### src/rtl/sst_pkg.sv
// ----------------------------------------------------------------------------
// sst_pkg
// shared widths, state encoding and alu word types for the two-squares test
// ----------------------------------------------------------------------------
package sst_pkg;

  localparam int N_WIDTH   = 40;                   // input word width
  localparam int R_WIDTH   = (N_WIDTH + 1) / 2;    // integer root width
  localparam int W_WIDTH   = N_WIDTH + 1;          // alu / accumulator width
  localparam int P_WIDTH   = 2 * R_WIDTH;          // input padded to digit pairs
  localparam int CNT_WIDTH = $clog2(R_WIDTH);

  typedef enum logic [2:0] {
    S_IDLE,
    S_ROOT,
    S_CMP,
    S_UPD,
    S_DONE
  } state_e;

  typedef struct packed {
    logic [W_WIDTH-1:0] op_a;
    logic [W_WIDTH-1:0] op_b;
    logic               sub;
  } alu_req_t;

  typedef struct packed {
    logic [W_WIDTH-1:0] res;
    logic               zero;
    logic               borrow;
  } alu_rsp_t;

endpackage

### src/rtl/sst_alu.sv
// ----------------------------------------------------------------------------
// sst_alu
// shared add / subtract unit with zero and borrow flags
// ----------------------------------------------------------------------------
module sst_alu import sst_pkg::*; (
  input  alu_req_t req_i,
  output alu_rsp_t rsp_o
);

  logic [W_WIDTH:0]   sum;
  logic [W_WIDTH-1:0] op_b_eff;

  assign op_b_eff = req_i.sub ? ~req_i.op_b : req_i.op_b;
  assign sum      = {1'b0, req_i.op_a} + {1'b0, op_b_eff} + (W_WIDTH + 1)'(req_i.sub);

  assign rsp_o.res    = sum[W_WIDTH-1:0];
  assign rsp_o.zero   = (sum[W_WIDTH-1:0] == '0);
  assign rsp_o.borrow = req_i.sub & ~sum[W_WIDTH];

endmodule

### src/rtl/sum_of_two_squares_test_top.sv
// ----------------------------------------------------------------------------
// sum_of_two_squares_test_top
// decides whether an unsigned word is a sum of two squares
// ----------------------------------------------------------------------------
// usage:
//   a word is taken on number_i at a rising edge with start high and busy
//   low. busy stays high until the answer has been shown. the answer is on
//   is_sum_o, marked by done_o high for exactly one cycle; the receiver cannot
//   stall, so it must take the word in that cycle.
// operation:
//   phase 1 forms b = isqrt(n) and n - b*b, one digit pair per cycle.
//   phase 2 walks a up and b down, keeping a*a and n - b*b by adding odd
//   numbers; every step is a compare and then, unless it ends the scan, an
//   update, both through the one shared adder.
// timing:
//   phase 2 ends once a passes b or a*a equals n - b*b; a zero word answers
//   in the cycle after it is taken. one word is in flight at a time;
//   the next word can be taken in the cycle after the answer.
// reset:
//   rst_ni low returns the sequencer to idle at once and drops done_o.
// ----------------------------------------------------------------------------
module sum_of_two_squares_test_top import sst_pkg::*; (
  input  logic               clk_i,
  input  logic               rst_ni,
  input  logic               start,
  output logic               busy,
  input  logic [N_WIDTH-1:0] number_i,
  output logic               done_o,
  output logic               is_sum_o
);

  state_e state_q, state_d;

  // digit-pair shift register holding the input during the root phase
  logic [P_WIDTH-1:0]   np_q, np_d;
  logic [CNT_WIDTH-1:0] cnt_q, cnt_d;
  // root while it is built, then the descending pointer b
  logic [R_WIDTH-1:0]   b_q, b_d;
  // root remainder, then n - b*b
  logic [W_WIDTH-1:0]   rem_q, rem_d;
  // ascending pointer a and its square
  logic [R_WIDTH:0]     a_q, a_d;
  logic [W_WIDTH-1:0]   aa_q, aa_d;
  logic                 inc_q, inc_d;
  logic                 ans_q, ans_d;

  alu_req_t alu_req;
  alu_rsp_t alu_rsp;

  logic [R_WIDTH+1:0] root_cur;
  logic [R_WIDTH+1:0] root_trial;

  sst_alu u_alu (
    .req_i (alu_req),
    .rsp_o (alu_rsp)
  );

  // next digit pair appended to the partial remainder
  assign root_cur   = {rem_q[R_WIDTH-1:0], np_q[P_WIDTH-1 -: 2]};
  assign root_trial = {b_q, 2'b01};

  always_ff @(posedge clk_i or negedge rst_ni) begin
    if (!rst_ni) begin
      state_q <= S_IDLE;
    end else begin
      state_q <= state_d;
    end
  end

  always_ff @(posedge clk_i) begin
    np_q  <= np_d;
    cnt_q <= cnt_d;
    b_q   <= b_d;
    rem_q <= rem_d;
    a_q   <= a_d;
    aa_q  <= aa_d;
    inc_q <= inc_d;
    ans_q <= ans_d;
  end

  // operand select for the shared adder
  always_comb begin
    alu_req.op_a = rem_q;
    alu_req.op_b = aa_q;
    alu_req.sub  = 1'b1;
    case (state_q)
      S_ROOT: begin
        // trial subtract of 4b + 1 from the partial remainder
        alu_req.op_a = W_WIDTH'(root_cur);
        alu_req.op_b = W_WIDTH'(root_trial);
      end
      S_UPD: begin
        alu_req.sub = 1'b0;
        if (inc_q) begin
          // (a+1)^2 = a^2 + 2a + 1
          alu_req.op_a = aa_q;
          alu_req.op_b = W_WIDTH'({a_q, 1'b1});
        end else begin
          // n - (b-1)^2 = n - b^2 + 2b - 1
          alu_req.op_a = rem_q;
          alu_req.op_b = W_WIDTH'({b_q - R_WIDTH'(1), 1'b1});
        end
      end
      default: begin
        // rem - aa compare
      end
    endcase
  end

  always_comb begin
    state_d = state_q;
    np_d    = np_q;
    cnt_d   = cnt_q;
    b_d     = b_q;
    rem_d   = rem_q;
    a_d     = a_q;
    aa_d    = aa_q;
    inc_d   = inc_q;
    ans_d   = ans_q;

    busy     = (state_q != S_IDLE);
    done_o   = 1'b0;
    is_sum_o = ans_q;

    case (state_q)
      S_IDLE: begin
        if (start) begin
          np_d  = P_WIDTH'(number_i);
          cnt_d = CNT_WIDTH'(R_WIDTH - 1);
          b_d   = '0;
          rem_d = '0;
          // zero never enters the scan, so it is answered here
          if (number_i == '0) begin
            ans_d   = 1'b0;
            state_d = S_DONE;
          end else begin
            state_d = S_ROOT;
          end
        end
      end

      S_ROOT: begin
        // one restoring square-root digit per cycle
        rem_d = alu_rsp.borrow ? W_WIDTH'(root_cur) : alu_rsp.res;
        b_d   = {b_q[R_WIDTH-2:0], ~alu_rsp.borrow};
        np_d  = np_q << 2;
        if (cnt_q == '0) begin
          a_d     = '0;
          aa_d    = '0;
          state_d = S_CMP;
        end else begin
          cnt_d = cnt_q - CNT_WIDTH'(1);
        end
      end

      S_CMP: begin
        // rem - aa: zero means a hit, borrow means aa is too large
        if (a_q > {1'b0, b_q}) begin
          ans_d   = 1'b0;
          state_d = S_DONE;
        end else if (alu_rsp.zero) begin
          ans_d   = 1'b1;
          state_d = S_DONE;
        end else begin
          inc_d   = ~alu_rsp.borrow;
          state_d = S_UPD;
        end
      end

      S_UPD: begin
        if (inc_q) begin
          aa_d = alu_rsp.res;
          a_d  = a_q + (R_WIDTH + 1)'(1);
        end else begin
          rem_d = alu_rsp.res;
          b_d   = b_q - R_WIDTH'(1);
        end
        state_d = S_CMP;
      end

      S_DONE: begin
        done_o  = 1'b1;
        state_d = S_IDLE;
      end

      default: begin
        state_d = S_IDLE;
      end
    endcase
  end

  // an accepted word always makes the block busy
  assert property (@(posedge clk_i) disable iff (!rst_ni)
    (start && !busy) |=> busy)
    else $error("accepted word did not raise busy");

  // the done strobe never stays high on back-to-back cycles
  assert property (@(posedge clk_i) disable iff (!rst_ni)
    done_o |=> !done_o)
    else $error("done strobe held for more than one cycle");

  // pointer a never runs more than one past b during the scan
  assert property (@(posedge clk_i) disable iff (!rst_ni)
    (state_q == S_CMP) |-> (a_q <= ({1'b0, b_q} + (R_WIDTH + 1)'(1))))
    else $error("pointer a ran past b");

  // n - b*b never exceeds the input width
  assert property (@(posedge clk_i) disable iff (!rst_ni)
    (state_q == S_CMP || state_q == S_UPD) |-> !rem_q[W_WIDTH-1])
    else $error("remainder overflow");

  // a decrement of b is only taken from a nonzero b
  assert property (@(posedge clk_i) disable iff (!rst_ni)
    (state_q == S_UPD && !inc_q) |-> (b_q != '0))
    else $error("pointer b decremented below zero");

endmodule
### config.mk
export PLATFORM = sky130hd
export DESIGN_NAME = sum_of_two_squares_test_top
export DESIGN_NICKNAME = d
export VERILOG_FILES = /design/src/rtl/sst_pkg.sv /design/src/rtl/sst_alu.sv /design/src/rtl/sum_of_two_squares_test_top.sv
export SDC_FILE = /design/constraint.sdc
export NUM_CORES = 1
export LEC_CHECK = 0
export BUFFER_PORTS_ARGS = -buffer_cell sky130_fd_sc_hd__buf_2
export CORE_UTILIZATION = 45
export DETAILED_ROUTE_END_ITERATION = 6
export HOLD_SLACK_MARGIN = 0.06
export PLACE_DENSITY = 0.62
export SYNTH_ARGS = -nofsm -noshare
export SYNTH_HDL_FRONTEND = slang
export SYNTH_SLANG_ARGS = --single-unit
### constraint.sdc
create_clock -name clk_i -period 6.2 [get_ports clk_i]
set_input_delay 0.62 -clock clk_i [delete_from_list [all_inputs] [get_ports clk_i]]
set_output_delay 0.62 -clock clk_i [all_outputs]
set_load 0.02 [all_outputs]
Word level (Yosys, flattened, before mapping)
Index checks and enable logic that the tools add are counted.
Storage, ports and cells
  flip-flop bits (word level): 173
  input bits: 43
  output and inout bits: 3
  logic and storage cells: 82
Cells by class
  add/subtract/negate cells: 5
  magnitude comparators: 1
  equality and inequality tests: 11
  multiplexer cells: 34
  bitwise operators: 6
  reductions and logical operators: 16
Operators with widths (count)
  $mux W41: 6
  $pmux W82 S2: 1
  $pmux W41 S3: 1
  $mux W82: 1
  $pmux W41 S2: 1
  $pmux W40 S2: 1
  $pmux W20 S3: 1
  $add A41 B41 Y42: 1
  $add A42 B1 Y42: 1
  $mux W21: 2
  $pmux W21 S2: 1
  $logic_not A41 Y1: 1
  $not A41 Y41: 1
  $logic_not A40 Y1: 1
  $mux W20: 2
  $mux W40: 1
  $add A21 B1 Y21 const B: 1
  $gt A21 B20 Y1: 1
  $sub A20 B1 Y20 const B: 1
  $mux W3: 5
  $ne A2 B2 Y1 const B: 6
  $pmux W3 S4: 1
  $reduce_and A3 Y1: 4
  $mux W5: 2
  16 further kinds: 29

Logic depth before layout (Yosys ltp)
Gate-level depths: netlist of the first run.
  depth in word-level cells: 11
  depth in mapped cells: 24
  depth with buffers taken out: 23

Cells and area by module
Synthesis of the first run repeated with hierarchy kept, for this count alone.
Unflattened totals
  cells, all modules: 1483
  area total of the unflattened synthesis: 12818.5 sq um
Modules (own cells, without submodules)
  sum_of_two_squares_test_top: times used 1, cells an instance 1051, area each 9922.0 sq um, sequential area each 5180.0 sq um
  sst_alu: times used 1, cells an instance 432, area each 2896.5 sq um, sequential area each 0.0 sq um

Worst setup path before layout of the first run
Ideal clock, no wire load.
  kind: flip-flop to flip-flop
  from: register b_q[2]
  to: register ans_q, in the netlist is_sum_o (enable)
  setup time: 0.292 ns
  data arrival time: 5.635 ns
  data required time: 5.908 ns
  slack: 0.273 ns
  stages on the path, launching flop included: 22
  path buffers: 1
  period minus slack after synthesis: 5.927 ns
  cell sequence: edfxtp_1 > nor4_1 > nand2_1 > nor2_1 > nand3_1 > nor3_1 > nand2_1 > o211ai_1 > a21oi_1 > a2111oi_0 > a21oi_1 > ha_1 > clkbuf_1 > nand2_1 > or2_2 > o31ai_1 > xnor2_1 > nand3_1 > or4_1 > or4_4 > nor4_4 > a31o_1
Between the ends
  cells in the longest elaborated chain, start to end: 10
  elaborated cells on any way between the ends: 11
  those cells by class: add/sub (3); order compare (1); eq/ne (1); mux (3); bitwise (1); reduce/logical (2)
Ends and longest elaborated chain
  from (decl): line sum_of_two_squares_test_top.sv:38  | logic [R_WIDTH-1:0] b_q, b_d;
  from (signal assigned): line sum_of_two_squares_test_top.sv:73  | b_q <= b_d;
  $sub A20 B1 Y20: line sum_of_two_squares_test_top.sv:101  | alu_req.op_b = W_WIDTH'({b_q - R_WIDTH'(1), 1'b1});
  $mux W82: line sum_of_two_squares_test_top.sv:94  | if (inc_q) begin
  $pmux W82 S2: line sum_of_two_squares_test_top.sv:86  | case (state_q)
  $not A41 Y41: line sst_alu.sv:13  | assign op_b_eff = req_i.sub ? ~req_i.op_b : req_i.op_b;
  $mux W41: line sst_alu.sv:13
  $add A41 B41 Y42: line sst_alu.sv:14  | assign sum = {1'b0, req_i.op_a} + {1'b0, op_b_eff} + (W_WIDTH + 1)'(req_i.sub);
  $add A42 B1 Y42: line sst_alu.sv:14
  $logic_not A41 Y1: line sst_alu.sv:17  | assign rsp_o.zero = (sum[W_WIDTH-1:0] == '0);
  $ne A3 B3 Y1 (no line) *
  $reduce_and A4 Y1 (no line) *
  to (signal assigned): line sum_of_two_squares_test_top.sv:78  | ans_q <= ans_d;
  to (decl): line sum_of_two_squares_test_top.sv:45  | logic ans_q, ans_d;
Every way passes the cells marked *; elsewhere a longest branch is shown, timed or not.
A chain may end at the register's enable or synchronous reset.

Final worst setup path of the first run
  from: register b_q[8]
  to: register ans_q, in the netlist is_sum_o (enable)
Same word-level chain as after synthesis.

==> results of run 1 <==
[cell usage after synthesis, drive strengths merged (17+ instances only)]
master  instances
ha             64
a211oi         26
or3            25
o21ai          85
a21o           25
nor3           22
a21oi         143
o21a           20
nor4           17
nor2          160
nand3          30
nand2         207
a22o           19
xor2           36
edfxtp        170
inv            37
clkbuf         63
nand4          30
o22ai          24
buf            25
xnor2          33
[what timing repair did]
action / in CTS / in global routing
buffers inserted: 0 / 2
endpoints found under the setup margin: 1 / 5
pin swaps: 0 / 3
hold endpoints to repair: 3 / 0
hold buffers: 1 / 0
resized for setup: 1 / 10
[routing by layer]
metal / vias to the layer above / wire length, um / track usage
met2: 314 / 15700 / 0.399
li1: 5245 / - / -
met3: 48 / 1670 / 0.0334
met1: 5114 / 15300 / 0.320
met5: - / 0 / 0
met4: 0 / 791 / 0.0909
[logic make-up after synthesis]
logic type,after synthesis,synth area share
flip-flops,173,0.418
AO/OA/AOI/OAI,406,0.206
AND/OR/NAND/NOR,560,0.208
buffers and inverters,127,0.0399
adder cells (fa/ha/maj),65,0.0662
multiplexers,15,0.0124
XOR/XNOR,69,0.0488
[final cells by class]
class	instances	share of cell area
Multi-Input combinational cell	1115	0.493
Tap cell	341	0.0309
Timing Repair Buffer	100	0.0464
Clock buffer	17	0.0308
Sequential cell	173	0.375
Clock inverter	15	0.0126
Inverter	39	0.0106
[critical path, cell delays in order, from the launching register on]
cell,delay [ns]
edfxtp_1,0.44
or3_1,0.41
or3_1,0.38
or3_1,0.43
o31ai_1,0.21
o21ai_0,0.11
a211oi_1,0.33
a21oi_1,0.10
ha_1,0.31
a21oi_1,0.27
o221ai_1,0.19
a211oi_2,0.35
xor2_1,0.32
nand4_1,0.17
or4_1,0.51
or4_4,0.56
nor4_4,0.29
a31o_1,0.20
[flip-flops by register name (all words and copies together) (netlist names), 3 cells and up]
register,flops
a_q,21
state_q,3
cnt_q,5
aa_q,41
rem_q,41
b_q,20
np_q,40
[through the flow]
| stage | setup TNS, ns | utilization | instance area [sq um] | hold slack, ns |
|---|---|---|---|---|
| 3_5_place_dp | 0 | 0.487 | 13100 | 0.423 |
| 3_3_place_gp | 0 | 0.487 | 13100 | 0.420 |
| 6_report | 0 | 0.512 | 13800 | 0.454 |
| 4_1_cts | 0 | 0.510 | 13700 | 0.442 |
| 5_1_grt | -0.00572 | 0.512 | 13800 | 0.449 |
| 2_1_floorplan | 0 | - | 12400 | 0.324 |
[final timing paths]
check,start,endpoint,slack [ns]
max,b_q[8],is_sum_o,0.33
min,number_i[17],np_q[17],0.45
max reg2reg,b_q[8],is_sum_o,0.33
min reg2reg,np_q[7],np_q[9],0.51
max in group asynchronous,rst_ni,state_q[1],5.56
min in group asynchronous,rst_ni,state_q[0],0.52
==> impl_results.rst, run 1 <==
.. list-table::
   :header-rows: 1

   * - Metric
     - Value
   * - Critical path arrival
     - 6.04 ns
   * - Initial Util
     - 0.460
   * - Worst slew margin relative to its limit
     - 0.188
   * - Total of flip-flops plus latches after synthesis
     - 173
   * - Pin count of the biggest net entering global routing
     - 56
   * - Via Count
     - 10,700
   * - Detailed Route WL
     - 33.4 mm
   * - Clock buffer depth
     - 2
   * - Number of standard cells in the final layout excluding fillers
     - 1,800
   * - Number of nets in the synthesized netlist
     - 1,523
   * - Clock-pin transition on the worst setup and hold timing paths
     - 0.09 ns
   * - Detailed-route DRC error count
     - 1
   * - Die area
     - 28,200 sq um
   * - Highest-count cells in the layout ignoring fill and taps
     - nand2_1, edfxtp_1, nor2_1, a21oi_1, o21ai_0
   * - Final critical-path share of the clock period
     - 0.947
   * - Routed len/inst
     - 18.6 um
   * - Global-route usage over all layers
     - 0.241
   * - DRC violation total after the first TritonRoute iteration
     - 867
   * - Number of hold violations in the final report
     - 0
   * - Number of placement rows
     - 60
   * - Sum of overflow across all layers after global routing
     - 0
   * - Die X
     - 168 um
   * - Slew @ Worst Pin
     - 1.19 ns
   * - Run status
     - complete, but fails checks
   * - Count of input and output buffers
     - 45
   * - Max capacitance violation total
     - 0
   * - Synth warnings
     - 0
   * - Antenna diode count
     - 0
   * - Worst Path Class, Setup
     - flip-flop to flip-flop
   * - TritonCTS clock tree
     - built
   * - I/O pin cnt
     - 46
   * - Area of the multi-input gates
     - 6810 sq um
   * - Number of instances in the synthesized netlist
     - 1,415
   * - Final Critical Period
     - 5.87 ns
   * - Summed instance area of the synthesized netlist
     - 12,400 sq um
   * - Class of the tightest hold or removal check
     - primary input to flip-flop
   * - Initial antenna violation count
     - 0
   * - Maximum clock frequency
     - 170 MHz
   * - Wire length of the first global-routing pass
     - 54.2 mm
   * - Area Overhead vs Synth
     - 11.5%
   * - Violations in the final reports
     - DRC
   * - Type of destination of the critical path
     - flip-flop
   * - Pins over their slew limit
     - 0
   * - Most used flip-flop cell after synthesis
     - edfxtp_1
   * - Antenna viol nets, final
     - 0
   * - Number of global-route vias before repair
     - 10,400
   * - Worst-path fanout max
     - 5
   * - Net total in the final layout
     - 1,554
   * - Synth cell types
     - 74
   * - Required time of the critical path
     - 6.36 ns
   * - Global placement routability congestion
     - 0.895
   * - Area used by sequential logic in the layout
     - 5180 sq um
   * - Sort of element at the start of the critical path
     - flip-flop
   * - Y dimension of the die
     - 168 um
   * - H-tree levels
     - 4
   * - Library cell used as clock root buffer
     - clkbuf_16
   * - 1st-pass router iterations
     - 7
   * - Dominant cells by area after synthesis
     - edfxtp_1, ha_1, nand2_1, a21oi_1, nor2_1
   * - Number of stages on the worst hold path
     - 3
   * - Syn Area/Cell
     - 8.76 sq um
   * - Post-synthesis sequential area ratio
     - 0.418
   * - Number of cell instances on the worst register-to-register path
     - 17
   * - Total clock buffers created by CTS
     - 17
   * - Synth top area share
     - 0.412
   * - Post-Place Setup Slack
     - 0.0301 ns
   * - # clock sinks
     - 173
   * - Total half-perimeter wirelength after legalization and detailed placement
     - 23.9 mm
   * - Area of the core
     - 27,000 sq um
   * - Dominant cell type by area after synthesis
     - edfxtp_1
   * - Number of cells after detailed placement
     - 1,765
   * - Number of synthesized flops with an enable pin
     - 170
   * - Mean number of vias per cell
     - 5.96
   * - Number of filler instances in the final layout
     - 2,520
   * - Clock latency reported for the late side of the worst-skew pair
     - 0.45 ns
   * - Ys async rst share
     - 0.0173
   * - Share of post-route cells with drive strength above 1
     - 0.125
   * - Worst Slack Setup Final
     - 0.327 ns
   * - Clock Skews
     - 0.0142 ns
   * - Most common cell after layout, fill and taps aside
     - nand2_1
   * - Final setup violating endpoints
     - 0
Power of run 1 is left out: the tool's default activity adds up to more than one toggle a clock period on the data nets, which glitch-free logic cannot reach.
==> run 2, diff against run 1 <==
--- a/config.mk
+++ b/config.mk
@@ -6,10 +6,11 @@
 export NUM_CORES = 1
 export LEC_CHECK = 0
 export BUFFER_PORTS_ARGS = -buffer_cell sky130_fd_sc_hd__buf_2
-export CORE_UTILIZATION = 45
+export CORE_UTILIZATION = 25
+export CTS_CLUSTER_SIZE = 12
 export DETAILED_ROUTE_END_ITERATION = 6
 export HOLD_SLACK_MARGIN = 0.06
-export PLACE_DENSITY = 0.62
+export PLACE_DENSITY = 0.39
 export SYNTH_ARGS = -nofsm -noshare
 export SYNTH_HDL_FRONTEND = slang
 export SYNTH_SLANG_ARGS = --single-unit
==> run 2 against run 1 <==
Against the previous run: the run now ends clean; clock skew up 0.00056 ns; critical path type unchanged; core utilization fell by 22 points; routed wire length rose by 16%; highest routed layer unchanged; via count shrank 1.3%; critical endpoint unchanged.
==> impl_results.rst, run 2 (same netlist as run 1, synthesis figures left out) <==
.. list-table::
   :header-rows: 1

   * - Metric
     - Value
   * - Antenna diode count
     - 0
   * - Maximum clock frequency
     - 170 MHz
   * - Pin count of the biggest net entering global routing
     - 79
   * - Highest-count cells in the layout ignoring fill and taps
     - nand2_1, edfxtp_1, nor2_1, a21oi_1, o21ai_0
   * - Pins over their slew limit
     - 0
   * - CP Launch Point
     - b_q[7]
   * - Antenna viol nets, final
     - 0
   * - DRC violation total after the first TritonRoute iteration
     - 655
   * - Worst reg2reg startpoint
     - b_q[7]
   * - Final setup violating endpoints
     - 0
   * - Library cell used as clock root buffer
     - clkbuf_16
   * - Count of input and output buffers
     - 45
   * - Required time of the critical path
     - 6.42 ns
   * - Max capacitance violation total
     - 0
   * - Class of the tightest hold or removal check
     - primary input to flip-flop
   * - Worst Path Class, Setup
     - flip-flop to flip-flop
   * - Net total in the final layout
     - 1,565
   * - Clock Skews
     - 0.0148 ns
   * - Global placement routability congestion
     - 0.813
   * - Initial Util
     - 0.253
   * - Clock latency reported for the late side of the worst-skew pair
     - 0.50 ns
   * - Number of filler instances in the final layout
     - 5,197
   * - Clock-pin transition on the worst setup and hold timing paths
     - 0.08 ns
   * - Sum of overflow across all layers after global routing
     - 0
   * - Y dimension of the die
     - 225 um
   * - Slew @ Worst Pin
     - 1.12 ns
   * - Global-route usage over all layers
     - 0.160
   * - Mean number of vias per cell
     - 4.96
   * - Area of the core
     - 49,000 sq um
   * - Worst slew margin relative to its limit
     - 0.254
   * - Die X
     - 225 um
   * - Total clock buffers created by CTS
     - 17
   * - Via Count
     - 10,600
   * - Setup repair after global routing missed its margin
     - no
   * - Sort of element at the start of the critical path
     - flip-flop
   * - Final Critical Period
     - 5.87 ns
   * - Wire length of the first global-routing pass
     - 61.6 mm
   * - Registers with the most flip-flops
     - aa_q: 41 flops, rem_q: 41 flops, np_q: 40 flops
   * - Detailed Route WL
     - 38.8 mm
   * - Number of hold violations in the final report
     - 0
   * - Run status
     - complete, no violations
   * - Area Overhead vs Synth
     - 15.8%
   * - # clock sinks
     - 173
   * - Number of global-route vias before repair
     - 10,500
   * - 1st-pass router iterations
     - 5
   * - Most common cell after layout, fill and taps aside
     - nand2_1
   * - Type of destination of the critical path
     - flip-flop
   * - Routed len/inst
     - 18.2 um
   * - Detailed-route DRC error count
     - 0
   * - Critical path arrival
     - 6.09 ns
   * - Beginning of the worst hold path
     - number_i[15]
   * - Share of post-route cells with drive strength above 1
     - 0.133
   * - H-tree levels
     - 4
   * - Number of placement rows
     - 81
   * - Initial antenna violation count
     - 0
   * - Final critical-path share of the clock period
     - 0.947
   * - Worst-path fanout max
     - 5
   * - Die area
     - 50,500 sq um
   * - Summed negative setup slack over all endpoints
     - 0 ns
   * - Total half-perimeter wirelength after legalization and detailed placement
     - 27.9 mm
   * - Clock buffer depth
     - 2
   * - TritonCTS clock tree
     - built
   * - I/O pin cnt
     - 46
## run 2: changes by cell type in the layout (fill, tap and decap cells not counted), sizes merged
cell / delta
buf: +11
bufinv: +1
clkbuf: +1
clkinv: -4
clkinvlp: -1
inv: +3
## run 2: area by class of cell
cell class                      instances  area, sq um  share of cell area
Tap cell                              664          831              0.0579
Inverter                               39          146              0.0102
Multi-Input combinational cell       1115         6850               0.477
Sequential cell                       173         5180               0.361
Clock buffer                           18          429              0.0299
Timing Repair Buffer                  111          773              0.0539
Clock inverter                         14          145              0.0101
## run 2: final timing paths
path / to / slack (ns) / cells after the start
min in group asynchronous: state_q[1] / 0.45 / 2
max: is_sum_o / 0.33 / 22
max in group asynchronous: state_q[1] / 5.63 / 2
max reg2reg: is_sum_o / 0.33 / 22
min: np_q[15] / 0.40 / 3
min reg2reg: np_q[20] / 0.51 / 2
## run 2: layer usage
metal	GRT usage	vias up	routed length, um
met5	0	-	0
met3	0.0273	30	1400
met4	0.0529	0	622
met1	0.215	5112	18500
met2	0.258	196	18300
li1	-	5247	-
## run 2: timing repair
| item | CTS | global route |
|---|---|---|
| hold buffers | 1 | 0 |
| buffers inserted | 0 | 3 |
| resized for setup | 0 | 17 |
| endpoints found under the hold margin | 3 | 0 |
| setup endpoints to repair | 0 | 5 |
## run 2: critical path: stages, from the launching register on
cell	delay, ns
edfxtp_1	0.38
or3_1	0.42
or3_1	0.38
nor2_2	0.16
nand3_1	0.17
nor3_2	0.14
buf_4	0.16
a31oi_1	0.10
nor2_1	0.11
o21ai_1	0.08
a221oi_2	0.31
a21oi_1	0.10
ha_1	0.35
nand4_1	0.20
or2_2	0.39
o31ai_4	0.29
xnor2_1	0.20
nand3_1	0.10
or4_1	0.41
or4_4	0.55
nor4_4	0.25
buf_4	0.19
a31o_1	0.15
## run 2: per-stage QoR
stage | cells | utilization | setup WS [ns] | hold slack, ns | cell area [sq um]
floorplan | 1415 | - | 0.273 | 0.324 | 12400
global placement | 2098 | 0.279 | 0.153 | 0.426 | 13700
detailed placement | 2098 | 0.279 | 0.161 | 0.425 | 13700
CTS | 2131 | 0.291 | 0.131 | 0.365 | 14200
global route | 2134 | 0.293 | 0.00589 | 0.393 | 14400
finish | 2134 | 0.293 | 0.330 | 0.402 | 14400
Power of run 2 is left out for the same reason.
